**src/rtl/psg_pkg.sv**
```systemverilog
// Shared constants, types and tables of the tone and noise sound generator.
package psg_pkg;

    // Phase accumulators hold fractions of one waveform cycle.
    localparam int PHASE_BITS = 32;

    // Input chip clock in hertz; a tone increment is CLK * 2^(PHASE_BITS-5) / (period * rate).
    localparam logic [21:0] CHIP_CLOCK = 22'd3579545;
    localparam int TONE_SHIFT = PHASE_BITS - 5;

    // Divider sizes: the widest dividend is a 22-bit clock shifted by PHASE_BITS-5 or a
    // 17-bit noise rate shifted by the phase width; widest divisor: period * rate (< 2^28).
    localparam int DIV_N_W   = PHASE_BITS + 17;
    localparam int DIV_D_W   = 28;
    localparam int DIV_CNT_W = $clog2(DIV_N_W);
    localparam logic [DIV_CNT_W-1:0] DIV_LAST = DIV_CNT_W'(DIV_N_W - 1);

    localparam logic [DIV_N_W-1:0] TONE_NUM = DIV_N_W'(CHIP_CLOCK) << TONE_SHIFT;

    // Configuration registers and their limits.
    localparam logic       REG_OUT_RATE    = 1'b0;
    localparam logic       REG_ATTENUATION = 1'b1;
    localparam logic [17:0] RATE_LOW    = 18'd8000;
    localparam logic [17:0] RATE_HIGH   = 18'd192000;
    localparam logic [17:0] RATE_RESET  = 18'd48000;
    localparam logic [6:0]  ATT_MAX     = 7'd64;

    // Output scaling: sample = S * (64 - att) * 20000 / 2880 = S * (64 - att) * 125 / 18.
    // The divide by 18 is a multiply by ceil(2^24 / 18) and a shift by 24, exact for
    // products below 2^21; the factor 125 is folded into the constant.
    localparam logic [15:0] FULL_SCALE  = 16'd20000;
    localparam int          SCALE_SHIFT = 24;
    localparam int          SCALE_W     = SCALE_SHIFT + 16;
    localparam logic [26:0] SCALE_RECIP = 27'd116508500;

    // Port byte decoding.
    localparam int          CMD_LATCH_BIT  = 7;
    localparam int          CMD_VOLUME_BIT = 4;
    localparam logic [1:0]  NOISE_CH       = 2'd3;
    localparam logic [1:0]  NOISE_SEL_TONE2 = 2'd3;
    localparam logic [3:0]  VOL_SILENT     = 4'd15;
    localparam logic [14:0] LFSR_SEED      = 15'h4000;

    typedef enum logic [3:0] {
        ST_IDLE,
        ST_TSETUP,
        ST_TDIV,
        ST_TADD,
        ST_NSETUP,
        ST_NDIV,
        ST_NADD,
        ST_SCALE1,
        ST_SCALE2,
        ST_OUT
    } t_state;

    // Divider status toward the sequencer.
    typedef struct packed {
        logic done;   // quotient valid, one-cycle pulse
        logic ovf;    // quotient reached 2^PHASE_BITS or more
    } t_div_stat;

    // Noise rates in tenths of a hertz.
    function automatic logic [16:0] noise_tenths(input logic [1:0] sel);
        logic [16:0] f;
        case (sel)
            2'd0:    f = 17'd69913;
            2'd1:    f = 17'd34956;
            2'd2:    f = 17'd17478;
            default: f = 17'd0;
        endcase
        return f;
    endfunction

endpackage

```
**src/rtl/psg_divider.sv**
```systemverilog
// Shared restoring divider, one quotient bit per cycle, low phase bits kept plus overflow.
module psg_divider (
    input  logic                              i_clk,
    input  logic                              i_rst_n,
    input  logic                              i_start,
    input  logic [psg_pkg::DIV_N_W-1:0]       i_dividend,
    input  logic [psg_pkg::DIV_D_W-1:0]       i_divisor,
    output logic [psg_pkg::PHASE_BITS-1:0]    o_quotient,
    output psg_pkg::t_div_stat                o_stat
);

    logic [psg_pkg::DIV_N_W-1:0]    r_num, n_num;
    logic [psg_pkg::DIV_D_W-1:0]    r_den;
    logic [psg_pkg::DIV_D_W-1:0]    r_rem, n_rem;
    logic [psg_pkg::PHASE_BITS-1:0] r_quo, n_quo;
    logic                           r_ovf, n_ovf;
    logic [psg_pkg::DIV_CNT_W-1:0]  r_cnt;
    logic                           r_busy, r_done;

    logic [psg_pkg::DIV_D_W:0] trial;
    logic [psg_pkg::DIV_D_W:0] diff;
    logic                      ge;

    // One restoring step: bring down the next dividend bit, subtract if it fits.
    always_comb begin
        trial = {r_rem, r_num[psg_pkg::DIV_N_W-1]};
        diff  = trial - {1'b0, r_den};
        ge    = trial >= {1'b0, r_den};
        n_rem = ge ? diff[psg_pkg::DIV_D_W-1:0] : trial[psg_pkg::DIV_D_W-1:0];
        n_quo = {r_quo[psg_pkg::PHASE_BITS-2:0], ge};
        n_ovf = r_ovf | r_quo[psg_pkg::PHASE_BITS-1];
        n_num = {r_num[psg_pkg::DIV_N_W-2:0], 1'b0};
    end

    always_ff @(posedge i_clk) begin
        if (!i_rst_n) begin
            r_busy <= 1'b0;
            r_done <= 1'b0;
            r_cnt  <= '0;
        end else begin
            r_done <= 1'b0;
            if (i_start) begin
                r_busy <= 1'b1;
                r_cnt  <= '0;
            end else if (r_busy) begin
                r_cnt <= r_cnt + 1'b1;
                if (r_cnt == psg_pkg::DIV_LAST) begin
                    r_busy <= 1'b0;
                    r_done <= 1'b1;
                end
            end
        end
    end

    always_ff @(posedge i_clk) begin
        if (i_start) begin
            r_num <= i_dividend;
            r_den <= i_divisor;
            r_rem <= '0;
            r_quo <= '0;
            r_ovf <= 1'b0;
        end else if (r_busy) begin
            r_num <= n_num;
            r_rem <= n_rem;
            r_quo <= n_quo;
            r_ovf <= n_ovf;
        end
    end

    assign o_quotient  = r_quo;
    assign o_stat.done = r_done;
    assign o_stat.ovf  = r_ovf;

endmodule

```
**src/rtl/psg_tone_noise_generator.sv**
```systemverilog
// Top level of the three-tone, one-noise sound generator with mono sample output.
//
// Two kinds of input word arrive on one channel. A port-byte word (operation 0)
// updates the chip registers: a latch byte (bit 7 set) picks a channel and sets
// its 4-bit volume, its low four tone-period bits or the noise mode; a data byte
// after a tone-period latch sets the upper six period bits of that tone. It
// produces no output word. A sample-request word (operation 1) advances the three
// tone phases, and the noise phase unless noise is silent, by one output period
// and yields one 16-bit signed sample, clamped to +-20000. Every increment is
// worked out by a single restoring divider that delivers one quotient bit per
// clock, 49 steps per division: one division per tone channel and one for noise
// rates 0..2 (rate 3 reuses tone 2's result, and a silent noise channel skips it).
// The final output scaling is a reciprocal multiply. Each tone passes through
// setup, division and phase update; a sample request holds the input stall high
// through the tone steps, any noise step and the scaling until the sample is
// loaded, and the last step waits while an uncollected earlier sample remains.
// The finished sample sits in an output register, so the next word is taken
// while it waits to be collected. Output-rate writes outside 8000..192000 are
// ignored; attenuation above 64 mutes the output. Configuration must be written
// by the user only while no sample request is in flight; the block does not enforce this.
module psg_tone_noise_generator (
    input  logic        i_clk,
    input  logic        i_rst_n,
    // input word channel
    input  logic        i_in_valid,
    output logic        o_in_stall,
    input  logic        i_operation,
    input  logic [7:0]  i_data,
    // output word channel
    output logic        o_out_valid,
    input  logic        i_out_stall,
    output logic signed [15:0] o_sample,
    // configuration write channel
    input  logic        i_cfg_valid,
    output logic        o_cfg_ready,
    input  logic        i_cfg_index,
    input  logic [17:0] i_cfg_data
);

    psg_pkg::t_state r_state, n_state;

    // configuration
    logic [17:0] r_rate;
    logic [6:0]  r_att;

    // chip registers
    logic [3:0]  r_tone_lo [3];
    logic [5:0]  r_tone_hi [3];
    logic [3:0]  r_vol     [4];
    logic [7:0]  r_latch;
    logic [2:0]  r_noise_ctl;
    logic [14:0] r_lfsr;
    logic [psg_pkg::PHASE_BITS-1:0] r_phase [4];

    // sample work registers
    logic [1:0]         r_ch;
    logic signed [6:0]  r_sum;
    logic [12:0]        r_prod;
    logic               r_neg;
    logic [15:0]        r_mag;
    logic               r_out_valid;
    logic signed [15:0] r_sample;

    // divider hookup
    logic                           div_start;
    logic [psg_pkg::DIV_N_W-1:0]    div_num;
    logic [psg_pkg::DIV_D_W-1:0]    div_den;
    logic [psg_pkg::PHASE_BITS-1:0] div_quo;
    psg_pkg::t_div_stat             div_stat;

    psg_divider u_div (
        .i_clk      (i_clk),
        .i_rst_n    (i_rst_n),
        .i_start    (div_start),
        .i_dividend (div_num),
        .i_divisor  (div_den),
        .o_quotient (div_quo),
        .o_stat     (div_stat)
    );

    logic in_acc;
    logic out_free;
    logic [9:0]  period;
    logic [9:0]  period_nz;
    logic [3:0]  amp;
    logic [psg_pkg::PHASE_BITS-1:0] tone_phase;
    logic [psg_pkg::PHASE_BITS:0]   noise_sum;
    logic          noise_carry;
    logic          fb;
    logic [14:0]   lfsr_next;
    logic [3:0]    noise_amp;
    logic [5:0]    sum_mag;
    logic [6:0]    att_c;
    logic [6:0]    att_gain;
    logic [psg_pkg::SCALE_W-1:0] scale_prod;
    logic [15:0]   out_mag;
    logic [1:0]    wr_ch;
    logic [1:0]    latch_ch;

    assign in_acc      = i_in_valid && !o_in_stall;
    assign out_free    = !r_out_valid || !i_out_stall;
    assign o_in_stall  = (r_state != psg_pkg::ST_IDLE);
    assign o_cfg_ready = 1'b1;
    assign o_out_valid = r_out_valid;
    assign o_sample    = r_sample;

    assign wr_ch    = i_data[6:5];
    assign latch_ch = r_latch[6:5];

    // Datapath helpers for the step currently under way.
    always_comb begin
        period     = {r_tone_hi[r_ch], r_tone_lo[r_ch]};
        period_nz  = (period == 10'd0) ? 10'd1 : period;
        amp        = psg_pkg::VOL_SILENT - r_vol[r_ch];
        tone_phase = r_phase[r_ch] + div_quo;

        // Noise: carry out of the phase, or an increment of a full cycle or more.
        noise_sum   = {1'b0, r_phase[3]} + {1'b0, div_quo};
        noise_carry = noise_sum[psg_pkg::PHASE_BITS] | div_stat.ovf;
        fb          = r_lfsr[0] ^ (r_noise_ctl[2] & r_lfsr[1]);
        lfsr_next   = noise_carry ? {fb, r_lfsr[14:1]} : r_lfsr;
        noise_amp   = psg_pkg::VOL_SILENT - r_vol[3];

        sum_mag  = r_sum[6] ? 6'(-r_sum) : r_sum[5:0];
        att_c    = (r_att > psg_pkg::ATT_MAX) ? psg_pkg::ATT_MAX : r_att;
        att_gain = psg_pkg::ATT_MAX - att_c;

        // Scale the magnitude, so the quotient truncates toward zero.
        scale_prod = psg_pkg::SCALE_W'(r_prod) * psg_pkg::SCALE_W'(psg_pkg::SCALE_RECIP);
        out_mag    = (r_mag > psg_pkg::FULL_SCALE) ? psg_pkg::FULL_SCALE : r_mag;
    end

    // Sequencer: next state and divider requests.
    always_comb begin
        n_state   = r_state;
        div_start = 1'b0;
        div_num   = psg_pkg::TONE_NUM;
        div_den   = psg_pkg::DIV_D_W'(period_nz) * psg_pkg::DIV_D_W'(r_rate);
        case (r_state)
            psg_pkg::ST_IDLE: begin
                if (in_acc && i_operation) begin
                    n_state = psg_pkg::ST_TSETUP;
                end
            end
            psg_pkg::ST_TSETUP: begin
                div_start = 1'b1;
                n_state   = psg_pkg::ST_TDIV;
            end
            psg_pkg::ST_TDIV: begin
                if (div_stat.done) begin
                    n_state = psg_pkg::ST_TADD;
                end
            end
            psg_pkg::ST_TADD: begin
                n_state = (r_ch == 2'd2) ? psg_pkg::ST_NSETUP : psg_pkg::ST_TSETUP;
            end
            psg_pkg::ST_NSETUP: begin
                if (r_vol[3] == psg_pkg::VOL_SILENT) begin
                    n_state = psg_pkg::ST_SCALE1;
                end else if (r_noise_ctl[1:0] == psg_pkg::NOISE_SEL_TONE2) begin
                    // tone 2's increment is still in the divider
                    n_state = psg_pkg::ST_NADD;
                end else begin
                    div_start = 1'b1;
                    div_num   = psg_pkg::DIV_N_W'(psg_pkg::noise_tenths(r_noise_ctl[1:0]))
                                << psg_pkg::PHASE_BITS;
                    div_den   = psg_pkg::DIV_D_W'(r_rate) * psg_pkg::DIV_D_W'(4'd10);
                    n_state   = psg_pkg::ST_NDIV;
                end
            end
            psg_pkg::ST_NDIV: begin
                if (div_stat.done) begin
                    n_state = psg_pkg::ST_NADD;
                end
            end
            psg_pkg::ST_NADD: begin
                n_state = psg_pkg::ST_SCALE1;
            end
            psg_pkg::ST_SCALE1: begin
                n_state = psg_pkg::ST_SCALE2;
            end
            psg_pkg::ST_SCALE2: begin
                n_state = psg_pkg::ST_OUT;
            end
            psg_pkg::ST_OUT: begin
                if (out_free) begin
                    n_state = psg_pkg::ST_IDLE;
                end
            end
            default: begin
                n_state = psg_pkg::ST_IDLE;
            end
        endcase
    end

    always_ff @(posedge i_clk) begin
        if (!i_rst_n) begin
            r_state <= psg_pkg::ST_IDLE;
        end else begin
            r_state <= n_state;
        end
    end

    // Configuration registers.
    always_ff @(posedge i_clk) begin
        if (!i_rst_n) begin
            r_rate <= psg_pkg::RATE_RESET;
            r_att  <= '0;
        end else if (i_cfg_valid && o_cfg_ready) begin
            case (i_cfg_index)
                psg_pkg::REG_OUT_RATE: begin
                    // drop rates outside the supported range
                    if (i_cfg_data >= psg_pkg::RATE_LOW && i_cfg_data <= psg_pkg::RATE_HIGH) begin
                        r_rate <= i_cfg_data;
                    end
                end
                psg_pkg::REG_ATTENUATION: begin
                    r_att <= i_cfg_data[6:0];
                end
                default: begin
                    r_att <= r_att;
                end
            endcase
        end
    end

    // Chip registers, phases, noise shift register and sample work state.
    always_ff @(posedge i_clk) begin
        if (!i_rst_n) begin
            for (int i = 0; i < 3; i++) begin
                r_tone_lo[i] <= '0;
                r_tone_hi[i] <= '0;
            end
            for (int i = 0; i < 4; i++) begin
                r_vol[i]   <= psg_pkg::VOL_SILENT;
                r_phase[i] <= '0;
            end
            r_latch     <= '0;
            r_noise_ctl <= '0;
            r_lfsr      <= psg_pkg::LFSR_SEED;
            r_out_valid <= 1'b0;
            r_ch        <= '0;
            r_sum       <= '0;
        end else begin
            // Load a finished sample, or drop the output word once it is taken.
            if (r_state == psg_pkg::ST_OUT && out_free) begin
                r_out_valid <= 1'b1;
            end else if (r_out_valid && !i_out_stall) begin
                r_out_valid <= 1'b0;
            end
            case (r_state)
                psg_pkg::ST_IDLE: begin
                    r_ch  <= '0;
                    r_sum <= '0;
                    if (in_acc && !i_operation) begin
                        if (i_data[psg_pkg::CMD_LATCH_BIT]) begin
                            r_latch <= i_data;
                            if (i_data[psg_pkg::CMD_VOLUME_BIT]) begin
                                r_vol[wr_ch] <= i_data[3:0];
                            end else if (wr_ch != psg_pkg::NOISE_CH) begin
                                r_tone_lo[wr_ch] <= i_data[3:0];
                            end else begin
                                r_noise_ctl <= i_data[2:0];
                            end
                        end else if (!r_latch[psg_pkg::CMD_VOLUME_BIT]
                                     && latch_ch != psg_pkg::NOISE_CH) begin
                            // data byte after a volume or noise latch is ignored
                            r_tone_hi[latch_ch] <= i_data[5:0];
                        end
                    end
                end
                psg_pkg::ST_TADD: begin
                    r_phase[r_ch] <= tone_phase;
                    r_sum <= tone_phase[psg_pkg::PHASE_BITS-1] ? r_sum - 7'(amp)
                                                               : r_sum + 7'(amp);
                    r_ch  <= r_ch + 1'b1;
                end
                psg_pkg::ST_NADD: begin
                    r_phase[3] <= noise_sum[psg_pkg::PHASE_BITS-1:0];
                    r_lfsr     <= lfsr_next;
                    r_sum <= lfsr_next[0] ? r_sum + 7'(noise_amp) : r_sum - 7'(noise_amp);
                end
                default: begin
                    r_ch <= r_ch;
                end
            endcase
        end
    end

    // Sample payload: scale product, sign and final clamp.
    always_ff @(posedge i_clk) begin
        if (r_state == psg_pkg::ST_SCALE1) begin
            r_prod <= 13'(sum_mag) * 13'(att_gain);
            r_neg  <= r_sum[6];
        end
        if (r_state == psg_pkg::ST_SCALE2) begin
            r_mag <= scale_prod[psg_pkg::SCALE_W-1 -: 16];
        end
        if (r_state == psg_pkg::ST_OUT && out_free) begin
            r_sample <= r_neg ? -$signed(out_mag) : $signed(out_mag);
        end
    end

endmodule

```
**config.mk**
```make
export PLATFORM = sky130hd
export DESIGN_NAME = psg_tone_noise_generator
export DESIGN_NICKNAME = d
export VERILOG_FILES = /design/src/rtl/psg_pkg.sv /design/src/rtl/psg_divider.sv /design/src/rtl/psg_tone_noise_generator.sv
export SDC_FILE = /design/constraint.sdc
export NUM_CORES = 2
export LEC_CHECK = 0
export BUFFER_PORTS_ARGS = -buffer_cell sky130_fd_sc_hd__buf_2
export CELL_PAD_IN_SITES_DETAIL_PLACEMENT = 0
export CELL_PAD_IN_SITES_GLOBAL_PLACEMENT = 1
export CORE_MARGIN = 3
export CORE_UTILIZATION = 47
export CTS_CLUSTER_DIAMETER = 80
export CTS_CLUSTER_SIZE = 30
export DETAILED_ROUTE_END_ITERATION = 16
export PLACE_DENSITY = 0.79
export SYNTH_ARGS = -nofsm -noshare
export SYNTH_HDL_FRONTEND = slang
export SYNTH_HIERARCHICAL = 1
export SYNTH_SLANG_ARGS = --single-unit
```
**constraint.sdc**
```tcl
create_clock -name i_clk -period 7 [get_ports i_clk]
set_input_delay 2.1 -clock i_clk [delete_from_list [all_inputs] [get_ports i_clk]]
set_output_delay 2.1 -clock i_clk [all_outputs]
set_load 0.1 [all_outputs]
```
==> results.ini <==
[status]
outcome = completed

[power]
p_seq_frac = 0.335
power_frac_clock = 0.187
p_per_area_mw_per_mm2 = 285
intPower_uw = 6460
pwr-share-comb = 0.478
switching_share = 0.411
ir_worst_vdd_mv = 0.320
leakagePower_uw = 0.0173
p_sw_uw = 4510

[die]
pin_count = 52
fp-row-count = 100
die_width_um = 282
die-area_mm2 = 0.0798
die_h_um = 282
core_mm2 = 0.0751
initial_core_util = 0.478

[synth]
synth_edf_count = 307
yosys_register_bits = 438
synth_cells = 3518
synth_cell_types = 93
ys_seq_area_frac = 0.330
synth_warnings = 6
async_reset_ff_frac = 0
syn-cell-area_mm2 = 0.0359
ys.flop_type = edfxtp_1
syn_avg_cell_area_um2 = 10.2

[sta]
tightest_slew_ps = 1250
skew_ps = 29.9
fmax_ghz = 0.151
slew_headroom = 0.159
finalHoldViolCount = 0
period_needed_ps = 6630
fin_crit_sh = 0.948
rsz0062_at_grt = no
setup_viol = 0
tns_ps = 0
worst_slack_ps = 366
whs_ps = 485
slew_viol_final = 0

[drt]
firstDrtPassIters = 5
viasPerCell = 5.49
first_iter_violations = 1563
drt-total-wl_um = 82700
vias = 24877
remaining_drc_errors = 0
ant_nets = 0
wl_per_cell_um = 18.2

[worst_hold_path]
hp-start = u_div/r_ovf
hold_path_depth = 2
hold_path.class = reg2reg
hold_end = u_div/r_ovf

[grt]
grt.total_usage = 0.211
overflow = 0
antenna_found_initial = 0
grt_max_degree = 138
grt_pass1_wl_um = 135000
grt_pass1_vias = 24984

[clock_network]
clk-insertion-delay-late_ps = 640
clockBufferDepth = 3
htree_levels = 1
cts_sinks = 438
cts_tree = built
numCtsBuffers = 29
cts_root_buf = clkbuf_16
clk_pin_slew_ps = 110

[setup_path]
path_depth = 19
critPathArrivalTime_ps = 7010
critical-path-slowest-cell = fa_1
worst-path-max-fanout = 7
crit_family = adder cells
critPathKind = reg2reg
crit_buf_inv = 2
cp_common_cell = fa_1
r2r-end = r_mag[15]
cp_cell_sequence = fa_1 > inv_1 > fa_1 > inv_1 > fa_1 > fa_1 > fa_1 > ha_1 > a2111oi_4 > nor4b_4 > o211ai_1 > a221oi_4 > o21ai_2 > o311ai_2 > o21a_2 > o2111ai_2 > o31a_1 > a21oi_2 > xnor2_1
startpoint_type = flip-flop
rrSetupSlack_ps = 370
r2r-start = r_prod[5]
cpPeakStageDelay_ps = 640
endpoint_kind = flip-flop
ff2ff_path_depth = 19
required_ps = 7370

[finish]
layout.cells.non_filler = 4534
fin_nets = 4172
utilization = 0.513
layout_common_cells = inv_1, ha_1, nor2_1, edfxtp_1, nand2_1
drive_gt1_frac = 0.0847
diodes = 0
layout_commonest_cell = inv_1
syn_to_final_growth_pct = 7.21

[placement]
place_congestion = 0.898
dpl.hpwl_um = 61700
port_buffers = 50
placed_cells = 4477
preCtsSetupSlack_ps = 336

[job]
drv_cap = 0

## state kept, by name (all words and copies together), names as in the netlist, 18 cells and up, named ones only
signal,flops
r_rate,18
u_div/r_num,49
u_div/r_rem,28
r_tone_hi,24
u_div/r_den,28
r_phase,128
u_div/o_quotient,32
## timing repair
item                       4_1_cts  5_1_grt
setup buffers                    0        3
setup endpoints to repair        0        4
gates resized for setup          0        2
hold buffers                     0        0
## power groups by stage
stage | combinational, uW | sequential (uW) | clock [uW]
floorplan | 4130 | 3670 | 0
global placement | 5210 | 3730 | 0
detailed placement | 5220 | 3740 | 0
CTS | 5250 | 3680 | 2120
global route | 5940 | 3730 | 2200
finish | 5240 | 3680 | 2050
## synth_stat cells, types with 65 or more instances
cell        n  area (um^2)
edfxtp_1  307         9220
ha_1      338         4230
xnor2_1    99          867
and2_1    127          795
dfxtp_1   131         2620
o21ai_0    96          480
clkbuf_1  103          387
nor2_1    319         1200
fa_1      259         5180
nand2_1   301         1130
inv_1     390         1460
a21o_1     65          488
a21oi_1   165          826
mux2i_1    77          771
## stage by stage
stage	area, um^2	total power (uW)
after detailed placement	37300	8960
after CTS	38500	11100
after global routing	38500	11900
final	38500	11000
after global placement	37300	8940
after floorplan	36100	7810
## final cells by class
| cell class | count | area [um^2] |
|---|---|---|
| well taps | 969 | 1210 |
| multi-input cells | 2592 | 22200 |
| inverters | 392 | 1470 |
| flip-flops and latches | 438 | 11900 |
| clock inverters | 24 | 442 |
| fillers | 6864 | 36600 |
| clock buffers | 30 | 731 |
| repair buffers | 89 | 581 |
## worst min-delay path: cells and delay by family, from the launching register on
kind               cells  cell delay [ps]
and+or+nand+nor        1               70
AOI/OAI and AO/OA      1               40
DFF                    1              340
## worst max path at each step
stage                     startpoint               to  slack (ps)
final                      r_prod[5]        r_mag[15]         370
after global routing       r_prod[5]        r_mag[15]          10
after CTS                  r_prod[5]        r_mag[15]         320
after detailed placement   r_prod[5]        r_mag[15]         340
after global placement     flip-flop  u_div/r_den[27]         420
after floorplan            flip-flop  u_div/r_den[26]          80
## cells by family after synthesis
family | count (synthesis) | share of synthesized area
AO/OA/AOI/OAI | 581 | 0.108
XOR/XNOR | 163 | 0.0398
adder cells (fa/ha/maj) | 597 | 0.262
buffers and inverters | 527 | 0.0570
flip-flops | 438 | 0.330
multiplexers | 176 | 0.0670
other | 2 | 0.000209
AND/OR/NAND/NOR | 1034 | 0.136
## per-layer routing
layer,wire [um],GRT usage
met2,36200,0.331
met5,0,0
met1,40400,0.311
met3,4000,0.0261
met4,2030,0.0525
(Power assumes the default switching activity.)
